File: config.mk
export PLATFORM = sky130hd
export DESIGN_NAME = simd_shift_unit_128
export DESIGN_NICKNAME = d
export VERILOG_FILES = /design/src/design/ssu_pkg.sv /design/src/design/ssu_lane.sv /design/src/design/ssu_merge.sv /design/src/design/simd_shift_unit_128.sv
export SDC_FILE = /design/constraint.sdc
export NUM_CORES = 2
export LEC_CHECK = 0
export BUFFER_PORTS_ARGS = -buffer_cell sky130_fd_sc_hd__buf_2
export CORE_ASPECT_RATIO = 1.5
export CORE_UTILIZATION = 31
export DETAILED_ROUTE_END_ITERATION = 6
export PLACE_DENSITY_LB_ADDON = 0.3
export RECOVER_POWER = 100
export SLEW_MARGIN = 20
export SYNTH_ARGS = -nofsm -noshare
export SYNTH_HDL_FRONTEND = slang
export SYNTH_SLANG_ARGS = --single-unit
File: constraint.sdc
create_clock -name clk_i -period 11.4 [get_ports clk_i]
set_input_delay 0.57 -clock clk_i [delete_from_list [all_inputs] [get_ports clk_i]]
set_output_delay 0.57 -clock clk_i [all_outputs]
set_load 0.005 [all_outputs]
File: src/design/ssu_pkg.sv
// ----------------------------------------------------------------------------
// ssu_pkg
// Op codes, decode types and the op decoder of the 128-bit shift unit.
// ----------------------------------------------------------------------------
package ssu_pkg;

  // Op codes in instruction-table order
  typedef enum logic [4:0] {
    OP_DSRA   = 5'd0,
    OP_DSLL   = 5'd1,
    OP_DSLL32 = 5'd2,
    OP_DSLLV  = 5'd3,
    OP_DSRA32 = 5'd4,
    OP_DSRAV  = 5'd5,
    OP_DSRL   = 5'd6,
    OP_DSRL32 = 5'd7,
    OP_DSRLV  = 5'd8,
    OP_SLL    = 5'd9,
    OP_SLLV   = 5'd10,
    OP_SRA    = 5'd11,
    OP_SRAV   = 5'd12,
    OP_SRL    = 5'd13,
    OP_SRLV   = 5'd14,
    OP_PSLLH  = 5'd15,
    OP_PSLLVW = 5'd16,
    OP_PSLLW  = 5'd17,
    OP_PSRAH  = 5'd18,
    OP_PSRAVW = 5'd19,
    OP_PSRAW  = 5'd20,
    OP_PSRLH  = 5'd21,
    OP_PSRLVW = 5'd22,
    OP_PSRLW  = 5'd23,
    OP_QFSRV  = 5'd24
  } op_e;

  // Shift direction / fill
  typedef enum logic [1:0] {
    SH_LEFT,
    SH_LOGIC,
    SH_ARITH
  } shift_kind_e;

  // Element layout of the shifted operand
  typedef enum logic [2:0] {
    ELEM_NONE,
    ELEM_DWORD,
    ELEM_WORD,
    ELEM_HALF_PK,
    ELEM_WORD_PK,
    ELEM_FUNNEL
  } elem_e;

  // Where the shift amount comes from
  typedef enum logic [1:0] {
    AMT_IMM,
    AMT_IMM32,
    AMT_REG
  } amt_src_e;

  typedef struct packed {
    elem_e       elem;
    shift_kind_e kind;
    amt_src_e    amt_src;
    logic        upper;
  } dec_t;

  typedef struct packed {
    logic [63:0] lo;
    logic [63:0] hi;
    logic        upper;
  } res_t;

  function automatic dec_t mk_dec(elem_e elem, shift_kind_e kind, amt_src_e src,
                                  logic upper);
    dec_t d;
    d.elem    = elem;
    d.kind    = kind;
    d.amt_src = src;
    d.upper   = upper;
    return d;
  endfunction

  function automatic dec_t decode_op(logic [4:0] op);
    dec_t d;
    d = mk_dec(ELEM_NONE, SH_LEFT, AMT_IMM, 1'b0);
    case (op_e'(op))
      OP_DSRA:   d = mk_dec(ELEM_DWORD,   SH_ARITH, AMT_IMM,   1'b0);
      OP_DSLL:   d = mk_dec(ELEM_DWORD,   SH_LEFT,  AMT_IMM,   1'b0);
      OP_DSLL32: d = mk_dec(ELEM_DWORD,   SH_LEFT,  AMT_IMM32, 1'b0);
      OP_DSLLV:  d = mk_dec(ELEM_DWORD,   SH_LEFT,  AMT_REG,   1'b0);
      OP_DSRA32: d = mk_dec(ELEM_DWORD,   SH_ARITH, AMT_IMM32, 1'b0);
      OP_DSRAV:  d = mk_dec(ELEM_DWORD,   SH_ARITH, AMT_REG,   1'b0);
      OP_DSRL:   d = mk_dec(ELEM_DWORD,   SH_LOGIC, AMT_IMM,   1'b0);
      OP_DSRL32: d = mk_dec(ELEM_DWORD,   SH_LOGIC, AMT_IMM32, 1'b0);
      OP_DSRLV:  d = mk_dec(ELEM_DWORD,   SH_LOGIC, AMT_REG,   1'b0);
      OP_SLL:    d = mk_dec(ELEM_WORD,    SH_LEFT,  AMT_IMM,   1'b0);
      OP_SLLV:   d = mk_dec(ELEM_WORD,    SH_LEFT,  AMT_REG,   1'b0);
      OP_SRA:    d = mk_dec(ELEM_WORD,    SH_ARITH, AMT_IMM,   1'b0);
      OP_SRAV:   d = mk_dec(ELEM_WORD,    SH_ARITH, AMT_REG,   1'b0);
      OP_SRL:    d = mk_dec(ELEM_WORD,    SH_LOGIC, AMT_IMM,   1'b0);
      OP_SRLV:   d = mk_dec(ELEM_WORD,    SH_LOGIC, AMT_REG,   1'b0);
      OP_PSLLH:  d = mk_dec(ELEM_HALF_PK, SH_LEFT,  AMT_IMM,   1'b1);
      OP_PSLLVW: d = mk_dec(ELEM_WORD,    SH_LEFT,  AMT_REG,   1'b1);
      OP_PSLLW:  d = mk_dec(ELEM_WORD_PK, SH_LEFT,  AMT_IMM,   1'b1);
      OP_PSRAH:  d = mk_dec(ELEM_HALF_PK, SH_ARITH, AMT_IMM,   1'b1);
      OP_PSRAVW: d = mk_dec(ELEM_WORD,    SH_ARITH, AMT_REG,   1'b1);
      OP_PSRAW:  d = mk_dec(ELEM_WORD_PK, SH_ARITH, AMT_IMM,   1'b1);
      OP_PSRLH:  d = mk_dec(ELEM_HALF_PK, SH_LOGIC, AMT_IMM,   1'b1);
      OP_PSRLVW: d = mk_dec(ELEM_WORD,    SH_LOGIC, AMT_REG,   1'b1);
      OP_PSRLW:  d = mk_dec(ELEM_WORD_PK, SH_LOGIC, AMT_IMM,   1'b1);
      OP_QFSRV:  d = mk_dec(ELEM_FUNNEL,  SH_LOGIC, AMT_IMM,   1'b1);
      default:   d = mk_dec(ELEM_NONE,    SH_LEFT,  AMT_IMM,   1'b0);
    endcase
    return d;
  endfunction

endpackage

File: src/design/ssu_lane.sv
// ----------------------------------------------------------------------------
// ssu_lane
// One 64-bit shift lane: doubleword, sign-extended word, packed halfword
// and packed word shifts of one doubleword of the operand.
// ----------------------------------------------------------------------------
module ssu_lane (
  input  ssu_pkg::dec_t dec_i,
  input  logic [63:0]   data_i,
  input  logic [63:0]   rs_i,
  input  logic [4:0]    imm_i,
  output logic [63:0]   res_o
);
  import ssu_pkg::*;

  logic [5:0]  amt;
  logic [63:0] dw_res;
  logic [31:0] w_res;
  logic [63:0] half_res;
  logic [63:0] wpk_res;

  // Shift amount: immediate, immediate + 32, or low bits of rs
  always_comb begin
    case (dec_i.amt_src)
      AMT_IMM:   amt = {1'b0, imm_i};
      AMT_IMM32: amt = {1'b1, imm_i};
      AMT_REG:   amt = rs_i[5:0];
      default:   amt = '0;
    endcase
  end

  // Full doubleword shift
  always_comb begin
    case (dec_i.kind)
      SH_LEFT:  dw_res = data_i << amt;
      SH_LOGIC: dw_res = data_i >> amt;
      SH_ARITH: dw_res = $unsigned($signed(data_i) >>> amt);
      default:  dw_res = '0;
    endcase
  end

  // Low word shift, sign-extended afterwards
  always_comb begin
    case (dec_i.kind)
      SH_LEFT:  w_res = data_i[31:0] << amt[4:0];
      SH_LOGIC: w_res = data_i[31:0] >> amt[4:0];
      SH_ARITH: w_res = $unsigned($signed(data_i[31:0]) >>> amt[4:0]);
      default:  w_res = '0;
    endcase
  end

  // Four packed halfwords, amount masked to 4 bits
  always_comb begin
    for (int i = 0; i < 4; i++) begin
      case (dec_i.kind)
        SH_LEFT:  half_res[16*i +: 16] = data_i[16*i +: 16] << amt[3:0];
        SH_LOGIC: half_res[16*i +: 16] = data_i[16*i +: 16] >> amt[3:0];
        SH_ARITH: half_res[16*i +: 16] =
                    $unsigned($signed(data_i[16*i +: 16]) >>> amt[3:0]);
        default:  half_res[16*i +: 16] = '0;
      endcase
    end
  end

  // Two packed words, no sign extension between them
  always_comb begin
    for (int i = 0; i < 2; i++) begin
      case (dec_i.kind)
        SH_LEFT:  wpk_res[32*i +: 32] = data_i[32*i +: 32] << amt[4:0];
        SH_LOGIC: wpk_res[32*i +: 32] = data_i[32*i +: 32] >> amt[4:0];
        SH_ARITH: wpk_res[32*i +: 32] =
                    $unsigned($signed(data_i[32*i +: 32]) >>> amt[4:0]);
        default:  wpk_res[32*i +: 32] = '0;
      endcase
    end
  end

  // Pick the form the op asks for
  always_comb begin
    case (dec_i.elem)
      ELEM_DWORD:   res_o = dw_res;
      ELEM_WORD:    res_o = {{32{w_res[31]}}, w_res};
      ELEM_HALF_PK: res_o = half_res;
      ELEM_WORD_PK: res_o = wpk_res;
      default:      res_o = '0;
    endcase
  end

endmodule

File: src/design/ssu_merge.sv
// ----------------------------------------------------------------------------
// ssu_merge
// Combines the two lane results with the 128-bit funnel shift and sets the
// upper-doubleword write flag.
// ----------------------------------------------------------------------------
module ssu_merge (
  input  ssu_pkg::dec_t dec_i,
  input  logic [63:0]   lane_lo_i,
  input  logic [63:0]   lane_hi_i,
  input  logic [63:0]   rt_low_i,
  input  logic [63:0]   rt_high_i,
  input  logic [63:0]   rs_low_i,
  input  logic [63:0]   rs_high_i,
  input  logic [7:0]    funnel_amount_i,
  output ssu_pkg::res_t res_o
);
  import ssu_pkg::*;

  logic [255:0] funnel_cat;
  logic [255:0] funnel_sh;

  // rs on top, rt at the bottom; zeros come in from above rs
  assign funnel_cat = {rs_high_i, rs_low_i, rt_high_i, rt_low_i};
  assign funnel_sh  = funnel_cat >> funnel_amount_i;

  always_comb begin
    res_o.upper = dec_i.upper;
    if (dec_i.elem == ELEM_FUNNEL) begin
      res_o.lo = funnel_sh[63:0];
      res_o.hi = funnel_sh[127:64];
    end else begin
      res_o.lo = lane_lo_i;
      // scalar ops leave the upper half at zero
      res_o.hi = dec_i.upper ? lane_hi_i : '0;
    end
  end

endmodule

File: src/design/simd_shift_unit_128.sv
// ----------------------------------------------------------------------------
// simd_shift_unit_128
// Shift execution unit of a 128-bit core: scalar 64/32-bit shifts, packed
// halfword/word shifts and the 128-bit funnel shift.
// ----------------------------------------------------------------------------
// Usage:
//   Input channel: in_valid_i / in_stall_o carry one item (op, rt, rs,
//   immediate amount, funnel amount). An item is taken when in_valid_i is
//   high and in_stall_o is low.
//   Output channel: out_valid_o / out_stall_i carry one result item
//   (128-bit result and the upper-written flag) per input item, in order.
//   The result is registered. Throughput: one item per cycle while
//   in_stall_o is low; all shifting is done by two 64-bit lanes and the
//   funnel shifter in the cycle of acceptance.
//   When the receiver stalls, the result holds and one more item is caught
//   in a skid register; in_stall_o rises only once that register is full.
//   Reset empties the output and skid registers; no item is pending after.
// ----------------------------------------------------------------------------
module simd_shift_unit_128 (
  input  logic        clk_i,
  input  logic        rst_ni,
  input  logic        in_valid_i,
  output logic        in_stall_o,
  input  logic [4:0]  op_i,
  input  logic [63:0] rt_low_i,
  input  logic [63:0] rt_high_i,
  input  logic [63:0] rs_low_i,
  input  logic [63:0] rs_high_i,
  input  logic [4:0]  imm_amount_i,
  input  logic [7:0]  funnel_amount_i,
  output logic        out_valid_o,
  input  logic        out_stall_i,
  output logic [63:0] result_low_o,
  output logic [63:0] result_high_o,
  output logic        upper_written_o
);
  import ssu_pkg::*;

  dec_t        dec;
  logic [63:0] lane_lo;
  logic [63:0] lane_hi;
  res_t        merged;

  logic out_valid_q, out_valid_d;
  logic skid_valid_q, skid_valid_d;
  res_t out_q, out_d;
  res_t skid_q;
  logic out_take, in_acc;
  logic out_load, out_from_skid, skid_load;

  assign dec = decode_op(op_i);

  // Lane for the low doubleword
  ssu_lane u_lane_lo (
    .dec_i  (dec),
    .data_i (rt_low_i),
    .rs_i   (rs_low_i),
    .imm_i  (imm_amount_i),
    .res_o  (lane_lo)
  );

  // Lane for the high doubleword
  ssu_lane u_lane_hi (
    .dec_i  (dec),
    .data_i (rt_high_i),
    .rs_i   (rs_high_i),
    .imm_i  (imm_amount_i),
    .res_o  (lane_hi)
  );

  ssu_merge u_merge (
    .dec_i           (dec),
    .lane_lo_i       (lane_lo),
    .lane_hi_i       (lane_hi),
    .rt_low_i        (rt_low_i),
    .rt_high_i       (rt_high_i),
    .rs_low_i        (rs_low_i),
    .rs_high_i       (rs_high_i),
    .funnel_amount_i (funnel_amount_i),
    .res_o           (merged)
  );

  // Output register plus skid register
  assign out_take = out_valid_q & ~out_stall_i;
  assign in_acc   = in_valid_i & ~skid_valid_q;

  always_comb begin
    out_valid_d   = out_valid_q;
    skid_valid_d  = skid_valid_q;
    out_load      = 1'b0;
    out_from_skid = 1'b0;
    skid_load     = 1'b0;
    if (skid_valid_q) begin
      if (out_take) begin
        out_load      = 1'b1;
        out_from_skid = 1'b1;
        skid_valid_d  = 1'b0;
      end
    end else if (in_acc) begin
      if (!out_valid_q || out_take) begin
        out_load    = 1'b1;
        out_valid_d = 1'b1;
      end else begin
        skid_load    = 1'b1;
        skid_valid_d = 1'b1;
      end
    end else if (out_take) begin
      out_valid_d = 1'b0;
    end
  end

  assign out_d = out_from_skid ? skid_q : merged;

  always_ff @(posedge clk_i or negedge rst_ni) begin
    if (!rst_ni) begin
      out_valid_q  <= 1'b0;
      skid_valid_q <= 1'b0;
    end else begin
      out_valid_q  <= out_valid_d;
      skid_valid_q <= skid_valid_d;
    end
  end

  // Payload registers, no reset
  always_ff @(posedge clk_i) begin
    if (out_load) begin
      out_q <= out_d;
    end
    if (skid_load) begin
      skid_q <= merged;
    end
  end

  assign in_stall_o      = skid_valid_q;
  assign out_valid_o     = out_valid_q;
  assign result_low_o    = out_q.lo;
  assign result_high_o   = out_q.hi;
  assign upper_written_o = out_q.upper;

endmodule

==> impl_metrics.xml, run 1 <==
<?xml version="1.0" encoding="UTF-8"?>
<metrics>
  <group name="placement">
    <metric name="place_area" unit="µm²">73800</metric>
    <metric name="place.detailed.hpwl" unit="mm">555</metric>
    <metric name="numPortBuffers" unit="">408</metric>
    <metric name="last_weighted_congestion_value_of_the_routability_driven_placer" unit="">1.32</metric>
  </group>
  <group name="yosys">
    <metric name="number_of_warnings_reported_in_the_yosys_synthesis_log" unit="">0</metric>
    <metric name="synth-edff-count" unit="">258</metric>
    <metric name="syn_area_per_cell" unit="µm²">7.41</metric>
    <metric name="netlist_area" unit="µm²">67600</metric>
    <metric name="syn-num-nets" unit="">9400</metric>
    <metric name="synth_seq_cells" unit="">260</metric>
    <metric name="synth_sequential_area_ratio" unit="">0.115</metric>
    <metric name="synth_cell_types" unit="">121</metric>
    <metric name="post_synth_inst_count" unit="">9115</metric>
    <metric name="synth-async-reset-ratio" unit="">0.00769</metric>
    <metric name="ys_dominant_reg_cell" unit="">sky130_fd_sc_hd__edfxtp_1</metric>
  </group>
  <group name="grt">
    <metric name="first_pass_grt_wire_length" unit="mm">1060</metric>
    <metric name="grt_pass1_vias" unit="">101000</metric>
    <metric name="grt_start_max_net_pins" unit="">110</metric>
    <metric name="grt-ovfl-total" unit="">59</metric>
    <metric name="grt_resource_usage_total" unit="">0.705</metric>
  </group>
  <group name="clock_tree">
    <metric name="clkSinkCount" unit="">260</metric>
    <metric name="post_cts.repair.setup_buffers" unit="">0</metric>
    <metric name="clock_tree.htree_level_count" unit="">1</metric>
    <metric name="cts.path.max_buffers" unit="">3</metric>
    <metric name="cts-root-buf" unit="">sky130_fd_sc_hd__clkbuf_16</metric>
    <metric name="clock_buffers_created_by_tritoncts" unit="">21</metric>
    <metric name="post_cts_hold_buffer_count" unit="">1</metric>
    <metric name="cts_resized" unit="">0</metric>
  </group>
  <group name="floorplan">
    <metric name="io_pins" unit="">409</metric>
    <metric name="rows" unit="">209</metric>
    <metric name="floorplan.initialDensity" unit="">0.313</metric>
    <metric name="die-height" unit="µm">574</metric>
    <metric name="chipWidth" unit="µm">383</metric>
  </group>
  <group name="run_status">
    <metric name="tool.error" unit="">[ERROR GRT-0116] Global routing finished with congestion. Check the congestion regions in the DRC Viewer.</metric>
    <metric name="outcome" unit="">stopped before the end</metric>
    <metric name="haltStage" unit="">global routing (5_1_grt)</metric>
  </group>
</metrics>
[metrics by stage]
step	instances	worst slack, ns	hold slack [ns]
2_1_floorplan	9115	0.607	0.274
3_3_place_gp	11900	3.46	0.354
3_5_place_dp	11900	3.61	0.358
4_1_cts	11900	4.21	0.240
[Yosys cell counts, types with 32 or more instances]
cell type | n | area, µm²
sky130_fd_sc_hd__a221oi_1 | 99 | 867
sky130_fd_sc_hd__buf_2 | 335 | 1680
sky130_fd_sc_hd__nand3_1 | 422 | 2110
sky130_fd_sc_hd__a22o_1 | 61 | 534
sky130_fd_sc_hd__mux2i_1 | 422 | 4220
sky130_fd_sc_hd__a32oi_1 | 67 | 587
sky130_fd_sc_hd__o211ai_1 | 211 | 1580
sky130_fd_sc_hd__o31ai_1 | 54 | 405
sky130_fd_sc_hd__o221ai_1 | 112 | 981
sky130_fd_sc_hd__or3_1 | 32 | 200
sky130_fd_sc_hd__nand2_1 | 959 | 3600
sky130_fd_sc_hd__clkbuf_1 | 488 | 1830
sky130_fd_sc_hd__o21ai_0 | 729 | 3650
sky130_fd_sc_hd__a22oi_1 | 147 | 1100
sky130_fd_sc_hd__a311oi_1 | 32 | 280
sky130_fd_sc_hd__o2111ai_1 | 65 | 569
sky130_fd_sc_hd__o21a_1 | 39 | 293
sky130_fd_sc_hd__buf_4 | 44 | 330
sky130_fd_sc_hd__mux2_2 | 291 | 3280
sky130_fd_sc_hd__mux4_2 | 418 | 9410
sky130_fd_sc_hd__a211o_1 | 34 | 298
sky130_fd_sc_hd__a31oi_1 | 125 | 782
sky130_fd_sc_hd__and3_1 | 93 | 582
sky130_fd_sc_hd__o32ai_1 | 66 | 578
sky130_fd_sc_hd__buf_1 | 137 | 514
sky130_fd_sc_hd__and2_1 | 36 | 225
sky130_fd_sc_hd__nand2b_1 | 33 | 206
sky130_fd_sc_hd__a2bb2oi_1 | 33 | 289
sky130_fd_sc_hd__a211oi_1 | 248 | 1860
sky130_fd_sc_hd__nor2_1 | 743 | 2790
sky130_fd_sc_hd__a21oi_1 | 853 | 4270
sky130_fd_sc_hd__o22ai_1 | 244 | 1530
sky130_fd_sc_hd__nor3_1 | 395 | 1980
sky130_fd_sc_hd__inv_1 | 88 | 330
sky130_fd_sc_hd__edfxtp_1 | 258 | 7750
sky130_fd_sc_hd__a2111oi_0 | 35 | 307
sky130_fd_sc_hd__nand4_1 | 52 | 325
sky130_fd_sc_hd__nor4_1 | 41 | 257
sky130_fd_sc_hd__a21o_1 | 42 | 315
[kinds of logic after synthesis]
| group | after synthesis | synth area share |
|---|---|---|
| compound gates | 3664 | 0.363 |
| xor+xnor | 2 | 0.000259 |
| fa+ha+maj | 7 | 0.00130 |
| buf+inv | 1114 | 0.0720 |
| flops | 260 | 0.115 |
| mux | 1131 | 0.250 |
| simple gates | 2937 | 0.197 |
[layer usage]
layer | GRT usage | GRT overflow
met5 | 0.216 | 0
met4 | 0.678 | 28
met3 | 0.553 | 0
met2 | 0.863 | 31
met1 | 0.721 | 0
==> run 2, diff against run 1 <==
Settings changed: CORE_ASPECT_RATIO 1.5 to unset, CORE_UTILIZATION 31 to 20, PLACE_DENSITY_LB_ADDON 0.3 to 0.15.
Clock period 11.4 ns to 14.8 ns, I/O delays scaled along.
==> run 2 against run 1 <==
Compared with the run above: the flow now finishes, with violations (capacitance limit, slew limit); synthesized cell count did not move; synthesized area unchanged.
==> impl_metrics.xml, run 2 <==
<?xml version="1.0" encoding="UTF-8"?>
<metrics>
  <group name="run_status">
    <metric name="outcome" unit="">finished with violations</metric>
    <metric name="violated_checks" unit="">capacitance limit, slew limit</metric>
  </group>
  <group name="grt">
    <metric name="grt_pass1_vias" unit="">87800</metric>
    <metric name="first_pass_grt_wire_length" unit="mm">1040</metric>
    <metric name="grt_resource_usage_total" unit="">0.468</metric>
    <metric name="grt_start_max_net_pins" unit="">149</metric>
    <metric name="number_of_antenna_violations_at_the_first_check_in_global_routing" unit="">160</metric>
    <metric name="grt-ovfl-total" unit="">0</metric>
  </group>
  <group name="yosys">
    <metric name="syn_area_per_cell" unit="µm²">7.41</metric>
    <metric name="synth_sequential_area_ratio" unit="">0.115</metric>
    <metric name="synth-edff-count" unit="">258</metric>
    <metric name="synth_largest_area_cell" unit="">sky130_fd_sc_hd__mux4_2</metric>
    <metric name="yosys.cell_count.top_type" unit="">sky130_fd_sc_hd__nand2_1</metric>
    <metric name="number_of_warnings_reported_in_the_yosys_synthesis_log" unit="">0</metric>
    <metric name="synth_cell_types" unit="">121</metric>
    <metric name="syn-num-nets" unit="">9400</metric>
    <metric name="synth_top_area_share" unit="">0.139</metric>
    <metric name="post_synth_inst_count" unit="">9115</metric>
    <metric name="synth_seq_cells" unit="">260</metric>
    <metric name="ys_dominant_reg_cell" unit="">sky130_fd_sc_hd__edfxtp_1</metric>
    <metric name="netlist_area" unit="µm²">67600</metric>
    <metric name="top_post_synthesis_cells_by_area" unit="">sky130_fd_sc_hd__mux4_2, sky130_fd_sc_hd__edfxtp_1, sky130_fd_sc_hd__a21oi_1</metric>
    <metric name="synth-async-reset-ratio" unit="">0.00769</metric>
    <metric name="yosys-top-cells-count" unit="">sky130_fd_sc_hd__nand2_1, sky130_fd_sc_hd__a21oi_1, sky130_fd_sc_hd__nor2_1</metric>
  </group>
  <group name="detailed_routing">
    <metric name="routed_length_per_instance" unit="µm">60.0</metric>
    <metric name="detailedRoute.firstPassIterationCount" unit="">6</metric>
    <metric name="route.detailed.vias_per_inst" unit="">7.10</metric>
    <metric name="vias" unit="">98100</metric>
    <metric name="route.final.wire_length" unit="mm">830</metric>
    <metric name="route.detailed.drc" unit="">0</metric>
    <metric name="initialDrtViolationCount" unit="">18000</metric>
    <metric name="antenna_violating_nets_post_route" unit="">0</metric>
  </group>
  <group name="final_layout">
    <metric name="layout_common_cells" unit="">sky130_fd_sc_hd__nand2_1, sky130_fd_sc_hd__a21oi_1, sky130_fd_sc_hd__nor2_1</metric>
    <metric name="syn_to_final_growth" unit="%">15.9</metric>
    <metric name="top_register" unit="">skid_q</metric>
    <metric name="finalNetCount" unit="">9472</metric>
    <metric name="largest_reg_flops" unit="">129</metric>
    <metric name="area.sequential" unit="µm²">7800</metric>
    <metric name="multi_input_comb_area" unit="µm²">56300</metric>
    <metric name="final_layout_size_suffix_gt1_frac" unit="">0.220</metric>
    <metric name="nFillCells" unit="">37900</metric>
    <metric name="utilization" unit="">0.233</metric>
    <metric name="layout_commonest_cell" unit="">sky130_fd_sc_hd__nand2_1</metric>
  </group>
  <group name="clock_tree">
    <metric name="post_cts.repair.setup_buffers" unit="">0</metric>
    <metric name="clock_buffers_created_by_tritoncts" unit="">26</metric>
    <metric name="cts_resized" unit="">0</metric>
    <metric name="clkSinkCount" unit="">260</metric>
    <metric name="post_cts_hold_buffer_count" unit="">1</metric>
    <metric name="cts_tree" unit="">yes</metric>
    <metric name="clk_transition_reported_paths" unit="ns">0.07</metric>
    <metric name="clock_tree.htree_level_count" unit="">1</metric>
    <metric name="cts-root-buf" unit="">sky130_fd_sc_hd__clkbuf_16</metric>
    <metric name="worst_skew_pair.late_latency" unit="ns">0.60</metric>
    <metric name="cts.path.max_buffers" unit="">3</metric>
  </group>
  <group name="sta">
    <metric name="setup_viol" unit="">0</metric>
    <metric name="final_hold_fails" unit="">0</metric>
    <metric name="maxSlewViolCount" unit="">531</metric>
    <metric name="relSlewSlack" unit="">-4.63</metric>
    <metric name="timing.final.crit_share" unit="">0.819</metric>
    <metric name="fin_crit" unit="ns">12.12</metric>
    <metric name="final.setup_skew" unit="ns">0.0329</metric>
    <metric name="timing.setup.tns" unit="ns">0</metric>
    <metric name="worst_slew_pin_slew" unit="ns">8.45</metric>
    <metric name="grt_setup_unrepaired" unit="">no</metric>
    <metric name="fmax" unit="GHz">0.0825</metric>
  </group>
  <group name="worst_hold_path">
    <metric name="hp-class" unit="">in2reg</metric>
  </group>
  <group name="floorplan">
    <metric name="io_pins" unit="">409</metric>
    <metric name="rows" unit="">213</metric>
    <metric name="floorplan.initialDensity" unit="">0.201</metric>
    <metric name="floorplan.die_area" unit="µm²">340000</metric>
    <metric name="core_area" unit="µm²">336000</metric>
    <metric name="die-height" unit="µm">583</metric>
    <metric name="chipWidth" unit="µm">583</metric>
  </group>
  <group name="power">
    <metric name="power_density" unit="nW/µm²">113</metric>
    <metric name="ir_worst_vdd" unit="V">0.0000785</metric>
    <metric name="cellLeakagePower" unit="nW">26.8</metric>
  </group>
  <group name="setup_path">
    <metric name="critPathArrivalTime" unit="ns">12.44</metric>
    <metric name="reg2reg_slack" unit="ns">7.20</metric>
    <metric name="worst_setup_path_start_kind" unit="">input pin</metric>
    <metric name="setup.worst_path.class" unit="">in2reg</metric>
    <metric name="critPathMaxFanout" unit="">70</metric>
    <metric name="crit_required" unit="ns">15.13</metric>
    <metric name="end_kind" unit="">register</metric>
  </group>
  <group name="placement">
    <metric name="numPortBuffers" unit="">408</metric>
    <metric name="last_weighted_congestion_value_of_the_routability_driven_placer" unit="">1.08</metric>
    <metric name="place.detailed.hpwl" unit="mm">654</metric>
  </group>
  <group name="flow_run">
    <metric name="cap_viol_max_count" unit="">21</metric>
  </group>
</metrics>
[run 2: cell counts after synthesis]
No cell type changed its count.
[run 2: layout make-up]
cell class | instances | area share
Timing Repair Buffer | 1062 | 0.0899
Antenna cell | 105 | 0.00336
Clock buffer | 32 | 0.00887
Clock inverter | 14 | 0.00246
Multi-Input combinational cell | 7741 | 0.719
Sequential cell | 260 | 0.0996
Inverter | 96 | 0.00495
Tap cell | 4515 | 0.0721
[run 2: worst paths after layout]
kind	startpoint	end	cells after the start
setup / recovery	op_i[0]	result_low_o[38]	19
hold / removal	out_stall_i	out_valid_o	3
setup reg to reg	in_stall_o	result_low_o[5]	4
hold reg to reg	skid_q[51]	result_high_o[50]	2
max in group asynchronous	rst_ni	out_valid_o	2
min in group asynchronous	rst_ni	in_stall_o	2
[run 2: worst max-delay path: stages]
cell	delay, ns
sky130_fd_sc_hd__clkbuf_1	0.67
sky130_fd_sc_hd__inv_1	0.24
sky130_fd_sc_hd__ha_1	0.40
sky130_fd_sc_hd__nand2b_1	0.14
sky130_fd_sc_hd__a32o_4	0.57
sky130_fd_sc_hd__clkbuf_1	2.42
sky130_fd_sc_hd__nor2_4	0.02
sky130_fd_sc_hd__buf_12	0.35
sky130_fd_sc_hd__buf_4	0.41
sky130_fd_sc_hd__nor4_1	2.39
sky130_fd_sc_hd__buf_4	0.55
sky130_fd_sc_hd__a21oi_1	0.10
sky130_fd_sc_hd__o21ai_0	0.22
sky130_fd_sc_hd__a31oi_1	0.20
sky130_fd_sc_hd__a211oi_2	1.02
sky130_fd_sc_hd__a21oi_1	0.25
sky130_fd_sc_hd__o21ai_0	0.49
sky130_fd_sc_hd__nand4_1	0.53
sky130_fd_sc_hd__mux2_2	0.54
[run 2: metal layers]
layer / share of wire / track usage / vias to the layer above / wire, µm
li1: - / - / 36500 / -
met1: 0.41 / 0.606 / 51100 / 336000
met2: 0.39 / 0.646 / 8684 / 324000
met3: 0.12 / 0.167 / 1793 / 101000
met4: 0.083 / 0.308 / 60 / 68600
met5: 0.00070 / 0 / - / 585
[run 2: metrics by stage]
step,setup WS [ns],cells,total power [mW],cell area (µm²),hold WS (ns)
3_3_place_gp,4.98,13700,7.70,77000,0.517
2_1_floorplan,3.84,9115,3.98,67600,0.444
5_1_grt,3.10,13700,8.74,78100,0.437
6_report,2.68,13800,8.82,78300,0.431
4_1_cts,6.42,13700,8.42,78200,0.395
3_5_place_dp,5.85,13700,7.65,77300,0.513
[run 2: report_power, final]
group,internal (mW),switching (mW)
sequential,1.14,0.0979
clock,0.407,0.328
combinational,1.58,5.26
[run 2: logic make-up after synthesis]
family,Yosys count,share of synthesized area
flip-flops,260,0.115
multiplexers,1131,0.250
buffers and inverters,1114,0.0720
AO/OA/AOI/OAI,3664,0.363
AND/OR/NAND/NOR,2937,0.197
XOR/XNOR,2,0.000259
adder cells (fa/ha/maj),7,0.00130
(Power assumes the default switching activity.)
